## src/design/mmh_pkg.sv

```systemverilog
package mmh_pkg;

   localparam logic [31:0] MIX_C1   = 32'hcc9e2d51;
   localparam logic [31:0] MIX_C2   = 32'h1b873593;
   localparam logic [31:0] FOLD_ADD = 32'he6546b64;
   localparam logic [31:0] FIN_M1   = 32'h85ebca6b;
   localparam logic [31:0] FIN_M2   = 32'hc2b2ae35;
   localparam logic [31:0] SEED_RESET = 32'd42;

   localparam int QUEUE_DEPTH = 4;
   localparam int QUEUE_PTR_W = $clog2(QUEUE_DEPTH);
   localparam int QUEUE_CNT_W = QUEUE_PTR_W + 1;

   localparam logic [2:0] FULL_CHUNK_BYTES = 3'd4;

   typedef enum logic [1:0] {
      KIND_FOLD,
      KIND_TAIL,
      KIND_NONE
   } mmh_kind_type;

   typedef struct packed {
      logic [31:0]  k1;
      mmh_kind_type kind;
      logic [2:0]   nbytes;
      logic         last;
   } mmh_entry_type;

   typedef enum logic [2:0] {
      ST_IDLE,
      ST_MIX,
      ST_APPLY,
      ST_FIN1,
      ST_FIN2,
      ST_OUT
   } mmh_state_type;

endpackage

```

## src/design/murmur3_32_stream_hash_top.sv

```systemverilog
// channel   direction  handshake                  payload
// req       in         req_valid / req_stall      req_chunk[31:0] req_valid_bytes[2:0] req_last
// rsp       out        rsp_valid / rsp_stall      rsp_hash[31:0]
// csr       in         csr_wr_en                  csr_wr_data[31:0] (seed)
//
// A request enters a 4-deep queue in the cycle it is accepted; the first mix multiply
// is done on the way in. The back end steps each non-last request through pop, second
// mix multiply and fold; a last request adds the two finalizer multiplies and the output load.
// The sequencer takes no new request until it is done with the last, which bounds the rate.
// Synchronous reset clears the queue, the sequencer and the output; the seed returns to 42.
// req_stall rises only when the queue is full; a stalled result holds in the output
// register while the back end goes on with the next request.
module murmur3_32_stream_hash_top (
   input  logic        clock,
   input  logic        reset,
   input  logic        req_valid,
   output logic        req_stall,
   input  logic [31:0] req_chunk,
   input  logic [2:0]  req_valid_bytes,
   input  logic        req_last,
   output logic        rsp_valid,
   input  logic        rsp_stall,
   output logic [31:0] rsp_hash,
   input  logic        csr_wr_en,
   input  logic [31:0] csr_wr_data
);
   import mmh_pkg::*;

   mmh_entry_type push_entry;
   mmh_entry_type head;
   logic          push;
   logic          pop;
   logic          full;
   logic          not_empty;

   mmh_front u_front (
      .req_valid       (req_valid),
      .req_stall       (req_stall),
      .req_chunk       (req_chunk),
      .req_valid_bytes (req_valid_bytes),
      .req_last        (req_last),
      .queue_full      (full),
      .push            (push),
      .entry           (push_entry)
   );

   mmh_queue u_queue (
      .clock      (clock),
      .reset      (reset),
      .push       (push),
      .push_entry (push_entry),
      .full       (full),
      .pop        (pop),
      .not_empty  (not_empty),
      .head       (head)
   );

   mmh_back u_back (
      .clock       (clock),
      .reset       (reset),
      .csr_wr_en   (csr_wr_en),
      .csr_wr_data (csr_wr_data),
      .q_valid     (not_empty),
      .q_head      (head),
      .pop         (pop),
      .rsp_valid   (rsp_valid),
      .rsp_stall   (rsp_stall),
      .rsp_hash    (rsp_hash)
   );

endmodule

```

## src/design/mmh_front.sv

```systemverilog
module mmh_front (
   input  logic                   req_valid,
   output logic                   req_stall,
   input  logic [31:0]            req_chunk,
   input  logic [2:0]             req_valid_bytes,
   input  logic                   req_last,
   input  logic                   queue_full,
   output logic                   push,
   output mmh_pkg::mmh_entry_type entry
);
   import mmh_pkg::*;

   logic [2:0]  vb_sat;
   logic [31:0] mask;
   logic [31:0] masked;

   // saturate byte count; only the last request honors it
   assign vb_sat = (req_valid_bytes > FULL_CHUNK_BYTES) ? FULL_CHUNK_BYTES : req_valid_bytes;

   always_comb begin
      mask = 32'hffffffff;
      if (req_last) begin
         unique case (vb_sat)
            3'd1:    mask = 32'h000000ff;
            3'd2:    mask = 32'h0000ffff;
            3'd3:    mask = 32'h00ffffff;
            default: mask = 32'hffffffff;
         endcase
      end
   end

   assign masked = req_chunk & mask;

   always_comb begin
      entry.k1     = masked * MIX_C1;
      entry.last   = req_last;
      entry.nbytes = req_last ? vb_sat : FULL_CHUNK_BYTES;
      priority if (!req_last || vb_sat == FULL_CHUNK_BYTES) begin
         entry.kind = KIND_FOLD;
      end else if (vb_sat == 3'd0) begin
         entry.kind = KIND_NONE;
      end else begin
         entry.kind = KIND_TAIL;
      end
   end

   assign req_stall = queue_full;
   assign push      = req_valid && !queue_full;

endmodule

```

## src/design/mmh_queue.sv

```systemverilog
module mmh_queue (
   input  logic                   clock,
   input  logic                   reset,
   input  logic                   push,
   input  mmh_pkg::mmh_entry_type push_entry,
   output logic                   full,
   input  logic                   pop,
   output logic                   not_empty,
   output mmh_pkg::mmh_entry_type head
);
   import mmh_pkg::*;

   mmh_entry_type              slot_ff [QUEUE_DEPTH];
   logic [QUEUE_PTR_W-1:0]     wr_ptr_ff, wr_ptr_in;
   logic [QUEUE_PTR_W-1:0]     rd_ptr_ff, rd_ptr_in;
   logic [QUEUE_CNT_W-1:0]     count_ff, count_in;

   assign full      = (count_ff == QUEUE_CNT_W'(QUEUE_DEPTH));
   assign not_empty = (count_ff != '0);
   assign head      = slot_ff[rd_ptr_ff];

   always_comb begin
      wr_ptr_in = push ? QUEUE_PTR_W'(wr_ptr_ff + 1'b1) : wr_ptr_ff;
      rd_ptr_in = pop  ? QUEUE_PTR_W'(rd_ptr_ff + 1'b1) : rd_ptr_ff;
      count_in  = count_ff;
      if (push && !pop) begin
         count_in = QUEUE_CNT_W'(count_ff + 1'b1);
      end else if (pop && !push) begin
         count_in = QUEUE_CNT_W'(count_ff - 1'b1);
      end
   end

   always_ff @(posedge clock) begin
      if (reset) begin
         wr_ptr_ff <= '0;
         rd_ptr_ff <= '0;
         count_ff  <= '0;
      end else begin
         wr_ptr_ff <= wr_ptr_in;
         rd_ptr_ff <= rd_ptr_in;
         count_ff  <= count_in;
      end
   end

   always_ff @(posedge clock) begin
      if (push) begin
         slot_ff[wr_ptr_ff] <= push_entry;
      end
   end

   a_count_bound: assert property (@(posedge clock) disable iff (reset)
      count_ff <= QUEUE_CNT_W'(QUEUE_DEPTH))
      else $error("queue count above depth");

   a_no_pop_empty: assert property (@(posedge clock) disable iff (reset)
      pop |-> not_empty)
      else $error("pop from empty queue");

   a_push_count: assert property (@(posedge clock) disable iff (reset)
      (push && !pop) |=> count_ff == QUEUE_CNT_W'($past(count_ff) + 1'b1))
      else $error("queue count lost a push");

endmodule

```

## src/design/mmh_back.sv

```systemverilog
module mmh_back (
   input  logic                   clock,
   input  logic                   reset,
   input  logic                   csr_wr_en,
   input  logic [31:0]            csr_wr_data,
   input  logic                   q_valid,
   input  mmh_pkg::mmh_entry_type q_head,
   output logic                   pop,
   output logic                   rsp_valid,
   input  logic                   rsp_stall,
   output logic [31:0]            rsp_hash
);
   import mmh_pkg::*;

   mmh_state_type state_ff, state_in;
   logic          in_key_ff, in_key_in;
   logic [31:0]   seed_ff;
   logic          rsp_valid_ff, rsp_valid_in;
   logic [31:0]   rsp_hash_ff, rsp_hash_in;
   logic [31:0]   hash_ff, hash_in;
   logic [31:0]   total_ff, total_in;
   logic [31:0]   k_ff, k_in;
   mmh_kind_type  kind_ff, kind_in;
   logic          last_ff, last_in;
   logic [31:0]   fin_ff, fin_in;

   logic          out_free;
   logic [31:0]   k_rot;
   logic [31:0]   k_mix;
   logic [31:0]   h_rot;
   logic [31:0]   h_fold;
   logic [31:0]   f0;
   logic [31:0]   f1;
   logic [31:0]   f2;

   assign out_free = !rsp_valid_ff || !rsp_stall;

   assign k_rot  = {k_ff[16:0], k_ff[31:17]};
   assign k_mix  = k_rot * MIX_C2;
   assign h_rot  = {(hash_ff[18:0] ^ k_ff[18:0]), (hash_ff[31:19] ^ k_ff[31:19])};
   assign h_fold = (h_rot << 2) + h_rot + FOLD_ADD;
   assign f0     = hash_ff ^ total_ff;
   assign f1     = f0 ^ (f0 >> 16);
   assign f2     = fin_ff ^ (fin_ff >> 13);

   always_comb begin
      unique case (state_ff)
         ST_IDLE:  state_in = q_valid ? ST_MIX : ST_IDLE;
         ST_MIX:   state_in = ST_APPLY;
         ST_APPLY: state_in = last_ff ? ST_FIN1 : ST_IDLE;
         ST_FIN1:  state_in = ST_FIN2;
         ST_FIN2:  state_in = ST_OUT;
         ST_OUT:   state_in = out_free ? ST_IDLE : ST_OUT;
         default:  state_in = ST_IDLE;
      endcase
   end

   always_comb begin
      pop          = 1'b0;
      in_key_in    = in_key_ff;
      hash_in      = hash_ff;
      total_in     = total_ff;
      k_in         = k_ff;
      kind_in      = kind_ff;
      last_in      = last_ff;
      fin_in       = fin_ff;
      rsp_hash_in  = rsp_hash_ff;
      rsp_valid_in = rsp_valid_ff && rsp_stall;
      unique case (state_ff)
         ST_IDLE: begin
            if (q_valid) begin
               pop       = 1'b1;
               k_in      = q_head.k1;
               kind_in   = q_head.kind;
               last_in   = q_head.last;
               // first request of a key starts from the seed
               hash_in   = in_key_ff ? hash_ff : seed_ff;
               total_in  = (in_key_ff ? total_ff : 32'd0) + {29'd0, q_head.nbytes};
               in_key_in = 1'b1;
            end
         end
         ST_MIX: begin
            k_in = k_mix;
         end
         ST_APPLY: begin
            unique case (kind_ff)
               KIND_FOLD: hash_in = h_fold;
               KIND_TAIL: hash_in = hash_ff ^ k_ff;
               KIND_NONE: hash_in = hash_ff;
               default:   hash_in = hash_ff;
            endcase
         end
         ST_FIN1: begin
            fin_in    = f1 * FIN_M1;
            in_key_in = 1'b0;
         end
         ST_FIN2: begin
            fin_in = f2 * FIN_M2;
         end
         ST_OUT: begin
            if (out_free) begin
               rsp_hash_in  = fin_ff ^ (fin_ff >> 16);
               rsp_valid_in = 1'b1;
            end
         end
         default: begin
            pop = 1'b0;
         end
      endcase
   end

   always_ff @(posedge clock) begin
      if (reset) begin
         state_ff     <= ST_IDLE;
         in_key_ff    <= 1'b0;
         seed_ff      <= SEED_RESET;
         rsp_valid_ff <= 1'b0;
      end else begin
         state_ff     <= state_in;
         in_key_ff    <= in_key_in;
         rsp_valid_ff <= rsp_valid_in;
         if (csr_wr_en) begin
            seed_ff <= csr_wr_data;
         end
      end
   end

   always_ff @(posedge clock) begin
      hash_ff     <= hash_in;
      total_ff    <= total_in;
      k_ff        <= k_in;
      kind_ff     <= kind_in;
      last_ff     <= last_in;
      fin_ff      <= fin_in;
      rsp_hash_ff <= rsp_hash_in;
   end

   assign rsp_valid = rsp_valid_ff;
   assign rsp_hash  = rsp_hash_ff;

   a_key_closed: assert property (@(posedge clock) disable iff (reset)
      state_ff == ST_FIN1 |=> !in_key_ff)
      else $error("key still open after finalize");

   a_out_loads: assert property (@(posedge clock) disable iff (reset)
      (state_ff == ST_OUT && out_free) |=> rsp_valid_ff && state_ff == ST_IDLE)
      else $error("finished hash not loaded into output register");

endmodule

```

## config.mk

```make
export PLATFORM = sky130hd
export DESIGN_NAME = murmur3_32_stream_hash_top
export DESIGN_NICKNAME = d
export VERILOG_FILES = /design/src/design/mmh_pkg.sv /design/src/design/murmur3_32_stream_hash_top.sv /design/src/design/mmh_front.sv /design/src/design/mmh_queue.sv /design/src/design/mmh_back.sv
export SDC_FILE = /design/constraint.sdc
export NUM_CORES = 2
export LEC_CHECK = 0
export ABC_AREA = 1
export BUFFER_PORTS_ARGS = -buffer_cell sky130_fd_sc_hd__clkbuf_2
export CELL_PAD_IN_SITES_DETAIL_PLACEMENT = 2
export CELL_PAD_IN_SITES_GLOBAL_PLACEMENT = 2
export CORE_AREA = 3 3 306 458
export CTS_BUF_LIST = sky130_fd_sc_hd__clkbuf_4
export CTS_CLUSTER_SIZE = 30
export DETAILED_ROUTE_END_ITERATION = 7
export DIE_AREA = 0 0 309 461
export GPL_ROUTABILITY_DRIVEN = 0
export HOLD_SLACK_MARGIN = 0.15
export PLACE_DENSITY_LB_ADDON = 0.1
export SYNTH_ARGS = -nofsm -noshare
export SYNTH_HDL_FRONTEND = slang
export SYNTH_SLANG_ARGS = --single-unit
```

## constraint.sdc

```tcl
create_clock -name clock -period 6.2 [get_ports clock]
set_input_delay 0.62 -clock clock [delete_from_list [all_inputs] [get_ports clock]]
set_output_delay 0.62 -clock clock [all_outputs]
set_load 0.01 [all_outputs]
```

==> key figures, run 1 <==
Status
  – Status: did not finish
  – Stopped at: 5_1_grt
  – Error: [ERROR GRT-0232] Routing congestion too high. Check the congestion heatmap in the GUI.

Clock tree
  – Sink Count: 361
  – CTS Buf Count: 96
  – H-tree depth: 3
  – CTS Buffer Depth: 3
  – Clock root buffer: clkbuf_4

Floorplanning
  – Ports: 107
  – Initial Util: 38.8%
  – Rows: 166
  – Die Y: 461 µm
  – Die X: 309 µm

Global routing
  – Largest net degree at the start of global routing: 71
  – Gr usage total: 70.8%
  – GRT overflow: 664

Yosys
  – Post-synthesis cell count: 5822
  – Asr flop ratio synth: 0%
  – Predominant post-synthesis flop cell: edfxtp_1
  – Number of synthesized flops with an enable pin: 315
  – Syn Area/Cell: 9.12 µm²
  – Seq/Total Area, Yosys: 19.6%
  – Syn Nets: 7439
  – Yosys warns: 0
  – Post-synthesis register bit count: 361
  – Netlist cell types: 65
  – Cell Area, Synth: 53100 µm²

Timing
  – Worst EP kind: sequential cell input
  – Worst_ep grt: u_back.fin_ff[31]$_DFFE_PP_/D

Place
  – HPWL Detailed: 222 mm
  – Dpl cell area: 63700 µm²
  – Port Buf Inserts: 106
==> repair_timing <==
item | in CTS
pin swaps | 216
endpoints found under the setup margin | 52
buffers inserted | 81
endpoints found under the hold margin | 65
hold buffers | 43
resized for setup | 489
==> per-layer routing <==
metal	track usage (%)	GRT overflow
met5	30.5	2
met2	90.3	394
met1	65.6	13
met3	55.9	22
met4	74.7	233
==> synth_stat cells, drive strengths merged, types with 7 or more instances <==
master,n,share of area (%)
inv,1588,11
ha,809,19
nand2,776,5.6
fa,735,28
nor2,332,2.5
edfxtp,315,18
o21ai,275,2.6
a21oi,229,2.2
nand3,143,1.5
xor2,133,2.2
xnor2,126,2.1
clkbuf,50,0.35
dfxtp,46,1.7
nand4,34,0.42
nor3,33,0.36
o22ai,29,0.34
o21bai,26,0.37
a31oi,17,0.20
buf,14,0.15
nand3b,14,0.20
or2,14,0.17
a21o,11,0.16
o211ai,11,0.16
a21boi,10,0.14
nor4,7,0.083
==> stage by stage <==
stage | instances | hold slack [ps] | setup WS (ps) | utilization (%) | setup TNS (ps)
4_1_cts | 8901 | 154 | -961 | 49.7 | -13010
3_5_place_dp | 8611 | 461 | -1320 | 46.6 | -74240
3_3_place_gp | 8611 | 443 | -1010 | 46.6 | -54630
2_1_floorplan | 5822 | 429 | -124 | - | -430
==> logic make-up after synthesis <==
family / count (synthesis) / share of synthesized area [%]
buffers and inverters: 1656 / 11.8
adder cells (fa/ha/maj): 1544 / 46.8
AND/OR/NAND/NOR: 1360 / 10.9
AO/OA/AOI/OAI: 642 / 6.67
flip-flops: 361 / 19.6
XOR/XNOR: 259 / 4.27
==> run 2, diff against run 1 <==
CELL_PAD_IN_SITES_DETAIL_PLACEMENT = unset   (was 2)
CELL_PAD_IN_SITES_GLOBAL_PLACEMENT = unset   (was 2)
CORE_AREA = 3 3 456 458   (was 3 3 306 458)
CTS_BUF_LIST = unset   (was sky130_fd_sc_hd__clkbuf_4)
CTS_CLUSTER_SIZE = unset   (was 30)
DIE_AREA = 0 0 459 461   (was 0 0 309 461)
HOLD_SLACK_MARGIN = unset   (was 0.15)
PLACE_DENSITY_LB_ADDON = 0.15   (was 0.1)
clock period = 8.05 ns   (was 6.2 ns; I/O delays follow)
==> key figures, run 2 <==
Worst setup path
  – Crit path buffers/inverters: 5
  – Startpoint Class: flop
  – Max stage delay on crit path: 570 ps
  – Endpoint type of the worst setup path: flop
  – CP Cell Sequence: xor2_1 -> xor2_1 -> inv_1 -> ha_1 -> inv_1 -> fa_1 -> fa_1 -> fa_1 -> inv_1 -> fa_1 -> fa_1 -> inv_1 -> fa_1 -> inv_1 -> fa_1 -> ha_1 -> nand2_1 -> nor4_1 -> o21ai_0 -> nand3_1 -> nand2_1 -> nand2_1 -> o22ai_1
  – Crit path arrival time: 7860 ps
  – Reg2reg end: u_back.fin_ff[29]$_DFFE_PP_
  – Worst Reg-to-Reg Cells: 23
  – CP max stage cell: fa_1
  – Max FO, Critical Path: 7
  – Reg2reg setup slack: 530 ps
  – Crit path max-delay family: adder cells
  – CP dominant cell by count: fa_1
  – Critical path class: flop to flop
  – Critical path required time: 8400 ps
  – R2R Path Start: u_back.total_ff[8]$_DFFE_PP_

Clock tree
  – CTS Buffer Depth: 3 (unchanged)
  – Reg clk slew, reported paths: 60 ps
  – Skew-Pair Late Insertion Delay: 660 ps
  – TritonCTS clock tree: built
  – CTS Buf Count: 48 (-50%)
  – CTS Hold Bufs: 0 (-100%)
  – Clock root buffer: clkbuf_16
  – H-tree depth: 2 (-1)
  – Sink Count: 361 (unchanged)

Floorplanning
  – Ports: 107 (unchanged)
  – Die Y: 461 µm (unchanged)
  – Core Area: 204000 µm²
  – Rows: 166 (unchanged)
  – Die X: 459 µm (+49%)
  – Die Area: 212000 µm²
  – Initial Util: 26.0% (-13 points)

Timing
  – RSZ-0062 raised after global routing: no
  – Final setup TNS: 0 ps
  – Clock period minus worst slack: 7520 ps
  – Max Clock Freq: 133 MHz
  – Final period utilization: 93.4%
  – Final setup viols: 0
  – Final Hold Violating Endpoints: 0
  – Max Transition Viols Final: 0
  – Rel. slew slack: 34.0%
  – Worst Max-Slew Pin Slew: 991 ps
  – Clock skew: 54.6 ps

Global routing
  – Initial antenna violation count: 8
  – Vias in the first global route: 40500
  – GRT overflow: 0
  – Gr usage total: 17.5%
  – Largest net degree at the start of global routing: 78
  – Global-route wire length before repair: 271 mm

Yosys
  – Dominant cell type by area after synthesis: fa_1
  – Syn Nets: 7439 (unchanged)
  – Post-synthesis cell count: 5822 (unchanged)
  – Number of synthesized flops with an enable pin: 315 (unchanged)
  – Netlist cell types: 65 (unchanged)
  – Asr flop ratio synth: 0% (unchanged)
  – Top post-synthesis cells by count: 1581 x inv_1, 809 x ha_1, 762 x nand2_1
  – Predominant post-synthesis flop cell: edfxtp_1
  – Area share of the largest cell type after synthesis: 27.7% (unchanged)
  – Most numerous cell in the Yosys netlist: inv_1
  – Post-synthesis register bit count: 361 (unchanged)
  – Yosys warns: 0 (unchanged)
  – Seq/Total Area, Yosys: 19.6% (unchanged)
  – Cell Area, Synth: 53100 µm² (unchanged)
  – Syn Area/Cell: 9.12 µm² (unchanged)
  – Synth area leaders: fa_1 28%, ha_1 19%, edfxtp_1 18%

Finish
  – Fillers: 21900
  – Share of cells above drive strength 1: 6.04%
  – Commonest non-fill, non-tap cell in the layout: inv_1
  – Max reg flops: 152
  – Most frequent cells in the layout: 1579 x inv_1, 809 x ha_1, 762 x nand2_1
  – Register area: 10400 µm²
  – Fin nets: 7639
  – Non-Filler Instances: 8752
  – Register bank with the most flops: u_queue.slot_ff
  – Fin util: 28.9%
  – Area taken by multi-input logic gates: 36600 µm²
  – Syn-to-layout area delta: 11.5%

Min path
  – Min-Delay Path Depth: 3
  – HP Class: primary input to flop
  – Hold path start: csr_wr_data[11]
  – Hold Path End: u_back.seed_ff[11]$_SDFFE_PP0P_

Place
  – HPWL Detailed: 159 mm (-29%)
  – Port Buf Inserts: 106 (unchanged)
  – Placed Cells incl. Taps: 8660 (+0.57%)

Detailed routing
  – Drt via density: 4.36
  – Total wire length: 184 mm
  – DR pass1 iterations: 6
  – Initial DRC Count: 2232
  – DRT antenna net count: 0
  – Vias: 38200
  – DR WL/cell: 21.0 µm
  – Drc violations: 0

Status
  – Status: finished clean

Flow run
  – Max-cap violations: 0
run 2: cell counts after synthesis:
Identical to the previous run, type by type.
run 2: worst max-delay path by stage:
stage	start	to	slack, ps	depth (start not counted)
after CTS	u_back.hash_ff[23]$_DFFE_PP_	u_back.fin_ff[29]$_DFFE_PP_	210	23
after detailed placement	u_back.hash_ff[23]$_DFFE_PP_	u_back.fin_ff[29]$_DFFE_PP_	220	23
after floorplan	u_back.total_ff[28]$_DFFE_PP_	u_back.fin_ff[30]$_DFFE_PP_	1320	25
after global placement	u_back.hash_ff[23]$_DFFE_PP_	u_back.fin_ff[29]$_DFFE_PP_	260	23
final	u_back.total_ff[8]$_DFFE_PP_	u_back.fin_ff[29]$_DFFE_PP_	530	23
after global routing	u_back.total_ff[8]$_DFFE_PP_	u_back.fin_ff[29]$_DFFE_PP_	70	23
run 2: worst register-to-register path, delay by kind of cell, from the launching register on:
| family | cells | cell delay [ps] |
|---|---|---|
| adder cells (fa/ha/maj) | 9 | 4340 |
| buffers and inverters | 5 | 540 |
| AND/OR/NAND/NOR | 5 | 890 |
| XOR/XNOR | 2 | 650 |
| flip-flops | 1 | 540 |
| AO/OA/AOI/OAI | 2 | 310 |
run 2: logic make-up after synthesis:
family                     count (synthesis)  synth area share (%)
buffers and inverters                   1656                  11.8
adders and majority gates               1544                  46.8
and+or+nand+nor                         1360                  10.9
AOI/OAI and AO/OA                        642                  6.67
DFF                                      361                  19.6
xor gates and xnor gates                 259                  4.27
run 2: through the flow:
stage	setup WS (ps)	hold slack, ps	area [µm²]
floorplan	1320	429	53100
global placement	257	446	57600
detailed placement	217	460	57600
CTS	209	346	59100
global route	71.9	370	59200
finish	532	397	59200
run 2: repair_timing:
item,in CTS,in global routing
resized for setup,0,3
buffers inserted,0,0
setup endpoints to repair,0,1
run 2: area by class of cell:
type,instances,area share [%]
clock inverter,35,0.531
antenna,3,0.0127
multi-input combinational,3805,61.8
tap,2688,5.69
clock buffer,54,2.07
inverter,1592,10.1
timing repair buffer,214,2.27
sequential,361,17.5
run 2: per-layer routing:
layer  wire [µm]  vias up  global-route usage [%]  part of all wire (%)
li1            -    18500                       -                     -
met1       87600    18800                    24.5                    48
met2       82900      727                    27.8                    45
met3        7180      175                    2.27                   3.9
met4        6540        0                    5.56                   3.5
met5           0        -                       0                     0
Power of run 2 is not shown: default switching activity piles up to over one toggle a cycle in this logic, so the estimate is an artifact.
